[src/hw/rtl/window_average_charge_switch_macros.svh]
// Assertion macros used by the charge switch back end.
// Depends on nothing; included by modules that carry assertions.
`ifndef WINDOW_AVERAGE_CHARGE_SWITCH_MACROS_SVH
`define WINDOW_AVERAGE_CHARGE_SWITCH_MACROS_SVH
// Implication checked on every clock, disabled in reset.
`define WACS_ASSERT_IMP(label, clk, rst, ante, cons) \
   label: assert property (@(posedge clk) disable iff (rst) (ante) |-> (cons)) \
      else $error("assertion failed");
// Next-cycle implication checked on every clock, disabled in reset.
`define WACS_ASSERT_NXT(label, clk, rst, ante, cons) \
   label: assert property (@(posedge clk) disable iff (rst) (ante) |=> (cons)) \
      else $error("assertion failed");
`endif

[src/hw/rtl/wacs_pkg.sv]
// Shared types and constants of the window average charge switch.
// Depends on nothing.
`timescale 1ns / 1ps
`default_nettype none
package wacs_pkg;
   localparam int WINDOW = 12;
   localparam int NCUR = 6;
   localparam int SLOT_W = $clog2(WINDOW);
   localparam int CNT_W = $clog2(WINDOW + 1);
   localparam int SUM_W = 15 + $clog2(WINDOW);
   localparam int CH_W = $clog2(NCUR + 1);
   localparam logic [16:0] BATT_MAX = 17'd16383;
   // floor(x / 1000) is floor(((x >> 3) * BATT_RECIP) >> BATT_SHIFT) for any 26-bit x.
   localparam logic [23:0] BATT_RECIP = 24'd8589935;
   localparam int BATT_SHIFT = 30;
   // floor(s / WINDOW) is floor((s * AVG_RECIP) >> AVG_SHIFT) for any SUM_W-bit s.
   localparam int AVG_SHIFT = SUM_W + $clog2(WINDOW);
   localparam int PROD_W = 2 * SUM_W + 1;
   localparam logic [SUM_W:0] AVG_RECIP =
      (SUM_W + 1)'(((64'd1 << AVG_SHIFT) + 64'(WINDOW) - 64'd1) / 64'(WINDOW));
   localparam logic [2:0] REG_REF = 3'd0;
   localparam logic [2:0] REG_DIV = 3'd1;
   localparam logic [2:0] REG_STOP = 3'd2;
   localparam logic [2:0] REG_SAVE = 3'd3;
   localparam logic [2:0] REG_NORM = 3'd4;
   localparam logic [2:0] REG_FROM = 3'd5;
   localparam logic [2:0] REG_UNTIL = 3'd6;

   typedef struct packed {
      logic [4:0] hour;
      logic [6:0][9:0] code;
   } item_type;

   typedef struct packed {
      logic [12:0] ref_mv;
      logic [12:0] div_milli;
      logic [13:0] stop_mv;
      logic [13:0] save_mv;
      logic [13:0] norm_mv;
      logic [4:0] from_hr;
      logic [4:0] until_hr;
   } cfg_type;

   function automatic logic [11:0] cur_offset(input logic [CH_W-1:0] i);
      case (i)
         3'd1: cur_offset = 12'd2481;
         3'd4: cur_offset = 12'd2471;
         3'd5: cur_offset = 12'd2472;
         default: cur_offset = 12'd2475;
      endcase
   endfunction
endpackage
`default_nettype wire

[src/hw/rtl/wacs_front.sv]
// Front end: accepts sample words and holds them in a two-entry queue.
// Depends on wacs_pkg.
`timescale 1ns / 1ps
`default_nettype none
module wacs_front import wacs_pkg::*; (
   input wire logic clock,
   input wire logic reset,
   input wire logic push,
   output logic full,
   input wire item_type push_item,
   output logic q_valid,
   input wire logic q_take,
   output item_type q_item
);
   item_type mem [2];
   logic rd_ff, rd_in, wr_ff, wr_in;
   logic [1:0] cnt_ff, cnt_in;
   logic do_push, do_pop;

   assign full = cnt_ff == 2'd2;
   assign q_valid = cnt_ff != 2'd0;
   assign q_item = mem[rd_ff];
   assign do_push = push && !full;
   assign do_pop = q_take && q_valid;

   always_comb begin
      rd_in = rd_ff ^ do_pop;
      wr_in = wr_ff ^ do_push;
      cnt_in = cnt_ff + 2'(do_push) - 2'(do_pop);
   end

   always_ff @(posedge clock) begin
      if (do_push) begin
         mem[wr_ff] <= push_item;
      end
      if (reset) begin
         rd_ff <= 1'b0;
         wr_ff <= 1'b0;
         cnt_ff <= 2'd0;
      end else begin
         rd_ff <= rd_in;
         wr_ff <= wr_in;
         cnt_ff <= cnt_in;
      end
   end
endmodule
`default_nettype wire

[src/hw/rtl/wacs_back.sv]
// Back end: converts one word, updates the rings and running sums, runs the check.
// Depends on wacs_pkg and the macro header.
`timescale 1ns / 1ps
`default_nettype none
`include "window_average_charge_switch_macros.svh"
module wacs_back import wacs_pkg::*; (
   input wire logic clock,
   input wire logic reset,
   input wire cfg_type cfg,
   input wire logic q_valid,
   output logic q_take,
   input wire item_type q_item,
   output logic res_valid,
   input wire logic res_take,
   output logic [13:0] avg_batt,
   output logic [14:0] avg_cur [NCUR],
   output logic charge,
   output logic checked
);
   typedef enum logic [5:0] {
      S_IDLE = 6'b000001, S_MUL = 6'b000010, S_CONV = 6'b000100,
      S_SCALE = 6'b001000, S_SUM = 6'b010000, S_DONE = 6'b100000
   } state_type;

   state_type st_ff, st_in;
   logic [14:0] ring [NCUR+1][WINDOW];
   logic [SUM_W-1:0] sum_ff [NCUR+1];
   logic [CH_W-1:0] ch_ff;
   logic [SLOT_W-1:0] slot_ff;
   logic [CNT_W-1:0] since_ff;
   logic [22:0] mv_prod_ff;
   logic [25:0] batt_prod_ff;
   logic [14:0] old_ff, val_ff;
   logic [13:0] av_b_ff;
   logic [14:0] av_c_ff [NCUR];
   logic wrap_ff;
   logic flag_ff;
   item_type it_ff;
   logic [12:0] mv;
   logic [46:0] batt_mul;
   logic [16:0] batt_q;
   logic [14:0] cur_val, store_val, old_val, avg_val;
   logic [SUM_W-1:0] total;
   logic saving;
   logic handoff;

   function automatic logic [14:0] avg_of(input logic [SUM_W-1:0] s);
      logic [PROD_W-1:0] p;
      p = PROD_W'(s) * PROD_W'(AVG_RECIP);
      avg_of = 15'(p >> AVG_SHIFT);
   endfunction

   assign mv = 13'(mv_prod_ff >> 10);
   assign batt_mul = 47'(batt_prod_ff[25:3]) * 47'(BATT_RECIP);
   assign batt_q = 17'(batt_mul >> BATT_SHIFT);
   assign cur_val = (12'(mv) >= cur_offset(ch_ff) || mv[12]) ? 15'd0 :
                    15'(cur_offset(ch_ff) - 12'(mv)) * 15'd10;
   assign store_val = (ch_ff == '0) ? ((batt_q > BATT_MAX) ? 15'(BATT_MAX) : 15'(batt_q))
                                     : cur_val;
   // Slots are filled in order after reset, so before the first wrap the old entry is zero.
   assign old_val = wrap_ff ? old_ff : 15'd0;
   assign total = sum_ff[ch_ff] - SUM_W'(old_val) + SUM_W'(val_ff);
   assign avg_val = avg_of(total);
   assign saving = (cfg.from_hr > cfg.until_hr) ?
      (it_ff.hour >= cfg.from_hr || it_ff.hour <= cfg.until_hr) :
      (it_ff.hour >= cfg.from_hr && it_ff.hour <= cfg.until_hr);
   assign q_take = st_ff == S_IDLE && q_valid;
   assign handoff = st_ff == S_DONE && (!res_valid || res_take);

   always_comb begin
      st_in = st_ff;
      unique case (st_ff)
         S_IDLE: if (q_valid) st_in = S_MUL;
         S_MUL: st_in = S_CONV;
         S_CONV: st_in = S_SCALE;
         S_SCALE: st_in = S_SUM;
         S_SUM: st_in = (ch_ff == CH_W'(NCUR)) ? S_DONE : S_MUL;
         S_DONE: if (handoff) st_in = S_IDLE;
         default: st_in = S_IDLE;
      endcase
   end

   always_ff @(posedge clock) begin
      case (st_ff)
         S_IDLE: begin
            it_ff <= q_item;
            ch_ff <= '0;
         end
         S_MUL: mv_prod_ff <= 23'(it_ff.code[CH_W'(NCUR) - ch_ff]) * 23'(cfg.ref_mv);
         S_CONV: begin
            batt_prod_ff <= 26'(mv) * 26'(cfg.div_milli);
            old_ff <= ring[ch_ff][slot_ff];
         end
         S_SCALE: val_ff <= store_val;
         S_SUM: begin
            ring[ch_ff][slot_ff] <= val_ff;
            if (ch_ff == '0) av_b_ff <= 14'(avg_val);
            else av_c_ff[ch_ff - 1'b1] <= avg_val;
            ch_ff <= ch_ff + 1'b1;
         end
         default: ;
      endcase
      if (reset) begin
         st_ff <= S_IDLE;
         res_valid <= 1'b0;
         slot_ff <= '0;
         since_ff <= '0;
         flag_ff <= 1'b0;
         checked <= 1'b0;
         wrap_ff <= 1'b0;
         for (int c = 0; c <= NCUR; c++) sum_ff[c] <= '0;
      end else begin
         st_ff <= st_in;
         if (st_ff == S_SUM) sum_ff[ch_ff] <= total;
         if (handoff) begin
            res_valid <= 1'b1;
            avg_batt <= av_b_ff;
            avg_cur <= av_c_ff;
            slot_ff <= (slot_ff == SLOT_W'(WINDOW - 1)) ? '0 : slot_ff + 1'b1;
            if (slot_ff == SLOT_W'(WINDOW - 1)) wrap_ff <= 1'b1;
            checked <= since_ff >= CNT_W'(WINDOW);
            if (since_ff >= CNT_W'(WINDOW)) begin
               since_ff <= '0;
               if (flag_ff) begin
                  if (!saving && av_b_ff >= cfg.stop_mv) flag_ff <= 1'b0;
               end else if ((saving && av_b_ff < cfg.save_mv) ||
                            (!saving && av_b_ff < cfg.norm_mv)) begin
                  flag_ff <= 1'b1;
               end
            end else begin
               since_ff <= since_ff + 1'b1;
            end
         end else if (res_take) begin
            res_valid <= 1'b0;
         end
      end
   end

   always_comb begin
      charge = flag_ff;
      if (checked) charge = flag_ff;
   end

   `WACS_ASSERT_IMP(a_take_idle, clock, reset, q_take, st_ff == S_IDLE)
   `WACS_ASSERT_IMP(a_since_rng, clock, reset, 1'b1, since_ff <= CNT_W'(WINDOW))
   `WACS_ASSERT_NXT(a_chk_clear, clock, reset, res_valid && $rose(checked), since_ff == '0)
endmodule
`default_nettype wire

[src/hw/rtl/window_average_charge_switch.sv]
// Window average charge switch, top level.
// A word passes through the input queue, then the multiply, convert, scale and sum steps
// for each of seven channels and a handoff, before its result word is on the rsp_ ports.
// A new word is taken only after the last is handed off, which waits for any unpopped result.
// Reset is synchronous and active high; it clears the running sums, counters, flag, fill
// flag and queue and restores the register defaults. Unwritten ring slots count as zero.
`timescale 1ns / 1ps
`default_nettype none
module window_average_charge_switch import wacs_pkg::*; (
   input wire logic clock,
   input wire logic reset,
   input wire logic push,
   output logic full,
   input wire logic [4:0] req_hour_of_day,
   input wire logic [9:0] req_battery_code,
   input wire logic [9:0] req_solar_code,
   input wire logic [9:0] req_desktop_code,
   input wire logic [9:0] req_mains_code,
   input wire logic [9:0] req_radio_one_code,
   input wire logic [9:0] req_radio_two_code,
   input wire logic [9:0] req_network_code,
   output logic empty,
   input wire logic pop,
   output logic [13:0] rsp_avg_battery_mv,
   output logic [14:0] rsp_avg_solar_ma,
   output logic [14:0] rsp_avg_desktop_ma,
   output logic [14:0] rsp_avg_mains_ma,
   output logic [14:0] rsp_avg_radio_one_ma,
   output logic [14:0] rsp_avg_radio_two_ma,
   output logic [14:0] rsp_avg_network_ma,
   output logic rsp_charging_on,
   output logic rsp_check_done,
   input wire logic csr_write,
   input wire logic [2:0] csr_index,
   input wire logic [13:0] csr_data
);
   // The configuration registers, held in one struct for the back end.
   cfg_type cfg_ff;
   item_type push_item, q_item;
   logic q_valid, q_take, res_valid;
   logic [14:0] avg_cur [NCUR];

   // Code array index 6 is the battery, then the currents down to 0.
   always_comb begin
      push_item.hour = req_hour_of_day;
      push_item.code[6] = req_battery_code;
      push_item.code[5] = req_solar_code;
      push_item.code[4] = req_desktop_code;
      push_item.code[3] = req_mains_code;
      push_item.code[2] = req_radio_one_code;
      push_item.code[1] = req_radio_two_code;
      push_item.code[0] = req_network_code;
   end

   always_ff @(posedge clock) begin
      if (reset) begin
         cfg_ff.ref_mv <= 13'd5010;
         cfg_ff.div_milli <= 13'd3175;
         cfg_ff.stop_mv <= 14'd13400;
         cfg_ff.save_mv <= 14'd13300;
         cfg_ff.norm_mv <= 14'd12900;
         cfg_ff.from_hr <= 5'd22;
         cfg_ff.until_hr <= 5'd8;
      end else if (csr_write) begin
         case (csr_index)
            REG_REF: cfg_ff.ref_mv <= csr_data[12:0];
            REG_DIV: cfg_ff.div_milli <= csr_data[12:0];
            REG_STOP: cfg_ff.stop_mv <= csr_data;
            REG_SAVE: cfg_ff.save_mv <= csr_data;
            REG_NORM: cfg_ff.norm_mv <= csr_data;
            REG_FROM: cfg_ff.from_hr <= csr_data[4:0];
            REG_UNTIL: cfg_ff.until_hr <= csr_data[4:0];
            default: ;
         endcase
      end
   end

   wacs_front u_front (
      .clock, .reset, .push, .full, .push_item,
      .q_valid, .q_take, .q_item
   );

   // The back end holds its finished word in output registers, so a new word
   // is taken from the queue while the last one waits to be popped.
   wacs_back u_back (
      .clock, .reset, .cfg(cfg_ff), .q_valid, .q_take, .q_item,
      .res_valid, .res_take(pop && res_valid),
      .avg_batt(rsp_avg_battery_mv), .avg_cur,
      .charge(rsp_charging_on), .checked(rsp_check_done)
   );

   assign empty = !res_valid;
   assign rsp_avg_solar_ma = avg_cur[0];
   assign rsp_avg_desktop_ma = avg_cur[1];
   assign rsp_avg_mains_ma = avg_cur[2];
   assign rsp_avg_radio_one_ma = avg_cur[3];
   assign rsp_avg_radio_two_ma = avg_cur[4];
   assign rsp_avg_network_ma = avg_cur[5];
endmodule
`default_nettype wire
[config.mk]
export PLATFORM = sky130hd
export DESIGN_NAME = window_average_charge_switch
export DESIGN_NICKNAME = d
export VERILOG_FILES = /design/src/hw/rtl/wacs_pkg.sv /design/src/hw/rtl/wacs_front.sv /design/src/hw/rtl/wacs_back.sv /design/src/hw/rtl/window_average_charge_switch.sv
export VERILOG_INCLUDE_DIRS = /design/src /design/src/hw/rtl
export SDC_FILE = /design/constraint.sdc
export NUM_CORES = 2
export LEC_CHECK = 0
export BUFFER_PORTS_ARGS = -buffer_cell sky130_fd_sc_hd__buf_4
export CORE_UTILIZATION = 65
export DETAILED_ROUTE_END_ITERATION = 16
export PLACE_DENSITY = 0.82
export SYNTH_ARGS = -nofsm -noshare
export SYNTH_HDL_FRONTEND = slang
export SYNTH_SLANG_ARGS = --single-unit
[constraint.sdc]
create_clock -name clock -period 30.1 [get_ports clock]
set_input_delay 3.01 -clock clock [delete_from_list [all_inputs] [get_ports clock]]
set_output_delay 3.01 -clock clock [all_outputs]
set_load 0.01 [all_outputs]
==> Word-level counts from Yosys, hierarchy flattened <==
Memories as Yosys holds them, arrays and structs flattened. A register that Yosys moved wholly into a read port is not among the register bits.
Index checks and enable logic that the tools add are counted.
{ "op_classes": {"n_eq_ne": 20, "n_lt_le_gt_ge": 14, "n_addsub": 10, "bitwise": 6, "n_mux": 41, "n_reduce_logical": 37, "n_mul": 5} }
{ "op_table": {"columns": ["op", "count"], "rows": [
  ["$mux W180", 1],
  ["$mux W15", 8],
  ["$bwmux W90", 1],
  ["$bmux W15 S4", 1],
  ["$demux W15 S4", 1],
  ["$mul A23 B24 Y47 const B", 1],
  ["$demux W15 S3", 1],
  ["$mul A19 B20 Y38 const B", 1],
  ["$pmux W6 S6", 1],
  ["$bmux W10 S3", 1],
  ["$lt A14 B14 Y1", 2],
  ["$mul A13 B13 Y26", 1],
  ["$reduce_and A2 Y1", 13],
  ["$mul A10 B13 Y23", 1],
  ["$add A19 B15 Y19", 1],
  ["$mux W19", 1],
  ["$reduce_or A19 Y1", 1],
  ["$sub A19 B15 Y19", 1],
  ["$eq A3 B3 Y1 const B", 6],
  ["$mux W6", 3],
  ["$gt A17 B14 Y1 const B", 1],
  ["$mul A15 B3 Y14 const B", 1],
  ["$pmux W5 S3", 1],
  ["$ge A14 B14 Y1", 1],
  ["other kinds (41)", 82]
]} }
{ "totals": {"n_memories": 3, "input_bits": 97, "output_inout_bits": 108, "ff_bits": 390, "mem_bits_rw": 1543, "elab_cells": 172} }
{ "memory_table": {"columns": ["name", "words", "word_bits", "read_ports", "rd_clocked_by_memory_dff", "wr", "line_no", "source"], "rows": [
  ["u_back.ring", 7, 180, 1, 1, 1, "wacs_back.sv:26", "logic [14:0] ring [NCUR+1][WINDOW];"],
  ["u_front.mem", 2, 75, 1, 1, 1, "wacs_front.sv:15", "item_type mem [2];"],
  ["u_back.sum_ff", 7, 19, 1, 1, 7, "wacs_back.sv:27", "logic [SUM_W-1:0] sum_ff [NCUR+1];"]
]} }

==> Logic depth before layout (Yosys ltp) <==
{ "logic_depth": {"word_depth": 8, "depth_mapped": 44, "depth_no_buf": 38} }

==> By module <==
Synthesis repeated with hierarchy kept, for this count alone.
{ "hier_totals": {"cells_unflattened": 6880, "area_unflattened_um2": 102778.6} }
{ "by_module_without_submodules": {"columns": ["mod", "area_per_inst_um2", "instances", "cells_per_inst", "seq_area_each_um2"], "rows": [
  ["wacs_back", 93896.3, 1, 6327, 53201.0],
  ["wacs_front", 5780.5, 1, 257, 4584.4],
  ["window_average_charge_switch", 3101.7, 1, 296, 1561.5]
]} }

==> Worst setup path before layout <==
OpenSTA, ideal clock, no wires.
{ "synth_path": {"path_kind": "flip-flop to flip-flop", "from": "reg with a tool-made name", "to": "reg u_back.av_c_ff[14] (netlist name), data pin", "setup_slack_ns": 19.105, "synth_period_minus_slack_ns": 10.995, "stages_incl_launch_ff": 41, "arrival_ns": 10.787, "n_path_buf": 6, "t_required_ns": 29.892, "setup_ns": 0.208, "cell_sequence": "dfxtp_1 > buf_2 > buf_2 > buf_2 > buf_2 > buf_2 > buf_2 > mux4_2 > mux2i_1 > fa_1 > inv_1 > ha_1 > a21o_1 > a21oi_1 > o21bai_1 > a21oi_1 > a21oi_1 > a211o_1 > [5 not listed] > fa_1 > fa_1 > inv_1 > fa_1 > fa_1 > inv_1 > fa_1 > ha_1 > a21o_1 > a21o_1 > a211oi_1 > o21ai_0 > o31ai_1 > o31ai_1 > a41oi_1 > a21oi_1 > xnor2_1 > xnor2_1"} }
{ "synth_lines": {"columns": ["item", "line_no", "source"], "rows": [
  ["end signal, assigned by index", "wacs_back.sv:98", "else av_c_ff[ch_ff - 1'b1] <= avg_val;"],
  ["end, declared", "wacs_back.sv:35", "logic [14:0] av_c_ff [NCUR];"]
]} }

==> impl_metrics.tcl <==
set metrics [dict create \
    post-route-drc-count 0 \
    grt_start_max_net_pins 215 \
    holdCritStartpoint "u_back.av_c_ff[30]" \
    timing.setup.tns_ns 0 \
    worst_hold_path_type "reg2reg" \
    fraction_of_post_synthesis_cell_area_in_the_top_cell_type_by_area 0.560 \
    netlist_instances 6791 \
    ant_nets 0 \
    cts_buffers 192 \
    mostFrequentLayoutCell "edfxtp_1" \
    report.final.hold_viol_count 0 \
    numClockSinks 2017 \
    insertion_delay_ns 0.87 \
    die_height_um 397 \
    die_area_mm2 0.158 \
    worstReg2RegEnd "u_back.av_c_ff[59]" \
    worst-path-max-fanout 110 \
    yosys-top-cells-area "edfxtp_1 (56%), fa_1 (9.4%), ha_1 (7.5%)" \
    synth_compound_area_frac 0.0353 \
    detailedPlacementHpwl_mm 148 \
    timing.critical_path.max_delay_family "adder cells" \
    portion_of_netlist_area_occupied_by_mux_cells 0.105 \
    timing.reg2reg.setup_slack_ns 17.41 \
    critical_path.most_common_cell "fa_1" \
    grt_usage 0.315 \
    worst_setup_path_endpoint "u_back.av_c_ff[59]" \
    fraction_of_the_yosys_area_taken_by_sequential_cells 0.584 \
    critical_path_buf_inv_count 7 \
    cp_slowest_cell "o31ai_1" \
    maxCapViolations 0 \
    synth_simple_gate_area_share 0.0558 \
    gpl.final_weighted_congestion 0.895 \
    cts_tree "done" \
    grt_pass1_wl_mm 368 \
    floorplan.initialDensity 0.657 \
    dominant_combinational_cell_family_by_area_after_synthesis "adder cells" \
    core_mm2 0.155 \
    timing.final.setup_violations 0 \
    grt_antenna_before_repair 8 \
    synth_fp_nets 7973 \
    synth.yosys.warnings 0 \
    yosys_top_cell_by_area "edfxtp_1" \
    pre_cts_slack_ns 17.39 \
    grt_pass1_vias 61000 \
    post_route_cells_drive_above_1_share 0.152 \
    asyncSetResetFlopFracSynth 0 \
    critPathLaunchType "flop" \
    timing.critical_path.arrival_ns 13.24 \
    grt.overflow.total 0 \
    critPathMaxStageDelay_ns 0.71 \
    synth_ff_type "edfxtp_1" \
    num_vias 58300 \
    setup.worst_path.class "reg2reg" \
    synth_fa_ha_area_frac 0.169 \
    cts_buffer_depth 3 \
    slew_headroom 0.120 \
    reg2reg_depth 35 \
    number_of_flops_mapped_to_enable_cells_by_yosys 1895 \
    path_clk_slew_ns 0.06 \
    end_kind "flop" \
    route.final.wire_length_mm 243 \
    drv_slew 0 \
    post_cts.resized_instances 0 \
    clk_root_buffer_cell "clkbuf_16" \
    placement_row_count 144 \
    status "finished clean" \
    min_period_over_period 0.422 \
    min_period_ns 12.69 \
    synthesis.area_per_instance_um2 15.0 \
    number_of_nets_at_the_end_of_the_flow 8237 \
    syn-cell-area_mm2 0.102 \
    drt_first_iter_violations 6538 \
    max_freq_ghz 0.0788 \
    firstDrtPassIters 10 \
    largest_clock_skew_in_the_final_design_ns 0.0615 \
    grt_setup_unrepaired "no" \
    ios 205 \
    routed_len_inst_um 26.3 \
    drt-vias-per-instance 6.29 \
    cts_max_level 4 \
    synth_xor_xnor_area_share 0.00885 \
    cts.repair_timing.setup_buffer_count 0 \
    critical_path_cell_count 35 \
    setup_ws_ns 17.41 \
    critical_path_required_ns 30.64 \
    layout_common_cells "edfxtp_1 (1895), inv_1 (843), ha_1 (605)" \
    syn_to_final_growth_pct 10.4 \
    io_buffers 204 \
    floorplan.die.width_um 397 \
    tightest_slew_ns 1.32 \
    ys_seq_elements 2017 \
    synth_cell_type_count 79 \
    hold_buffers 0 \
]
[cell families (layout without fill, tap and decap cells)]
logic type,count (synthesis),in the layout
DFF,2017,2017
and+or+nand+nor,1244,1244
buffers and inverters,1109,1534
adders and majority gates,1086,1086
muxes,643,643
AOI/OAI and AO/OA,591,591
xor gates and xnor gates,101,101
other,0,2
[area by class of cell]
cell class | instances | area (um2)
fill | 9213 | 42400
clock buffer | 229 | 4980
sequential | 2017 | 59400
clock inverter | 126 | 1320
multi-input combinational | 3665 | 38200
tap | 2044 | 2560
timing repair buffer | 332 | 2540
inverter | 847 | 3180
antenna | 2 | 5.00
[worst min-delay path by stage]
stage | to | cells after the start
after floorplan | u_back.avg_cur[0] | 0
after global placement | u_back.avg_cur[87] | 0
after detailed placement | u_back.avg_cur[30] | 0
after CTS | u_back.avg_cur[30] | 0
after global routing | u_back.avg_cur[44] | 0
final | u_back.avg_cur[30] | 0
[cells in the mapped netlist (12+ instances only)]
library cell  number
a21o_1            52
xnor2_1           61
o21a_1            12
fa_1             478
nand4_1           18
nor2_1           315
mux2_2            86
inv_1            845
nand3b_1          44
nor2b_1           71
o21bai_1          12
a211oi_1          13
nand2_1          541
o22ai_1           17
a211o_1           19
nand2b_1          38
nand3_1           43
mux4_2           333
a21oi_1          135
and2_1            94
mux2i_1          223
dfxtp_1          122
buf_1             34
a221o_1           16
buf_2             30
xor2_1            38
edfxtp_1        1895
nor3_1            31
ha_1             607
o21ai_0          248
a31oi_1           13
clkbuf_1         196
[routing by layer]
| layer | GRT usage | vias up | routed length, um |
|---|---|---|---|
| met1 | 0.401 | 29400 | 87900 |
| li1 | - | 24900 | - |
| met2 | 0.518 | 3256 | 120000 |
| met4 | 0.139 | 10 | 12000 |
| met3 | 0.0735 | 718 | 23700 |
| met5 | 0 | - | 65 |
[sequential cells by signal, summed over array words and instances, names as in the netlist, 15 cells and up, named ones only]
| name | cells |
|---|---|
| u_back.sum_ff | 152 |
| u_back.ring | 1260 |
| u_back.val_ff | 15 |
| u_back.av_c_ff | 90 |
| cfg_ff | 78 |
| u_back.it_ff | 75 |
| u_back.old_ff | 15 |
| u_back.batt_prod_ff | 23 |
| u_back.avg_cur | 90 |
| u_front.mem | 150 |
[through the flow]
step	hold slack [ns]	std cells	util	cell area (um2)
3_5_place_dp	0.405	8905	0.685	106000
3_3_place_gp	0.402	8905	0.685	106000
6_report	0.417	9262	0.725	112000
4_1_cts	0.419	9260	0.725	112000
2_1_floorplan	0.400	6791	-	102000
5_1_grt	0.424	9260	0.725	112000
Power is left out: the tool's default activity adds up to more than one toggle a clock period on the data nets, which glitch-free logic cannot reach.
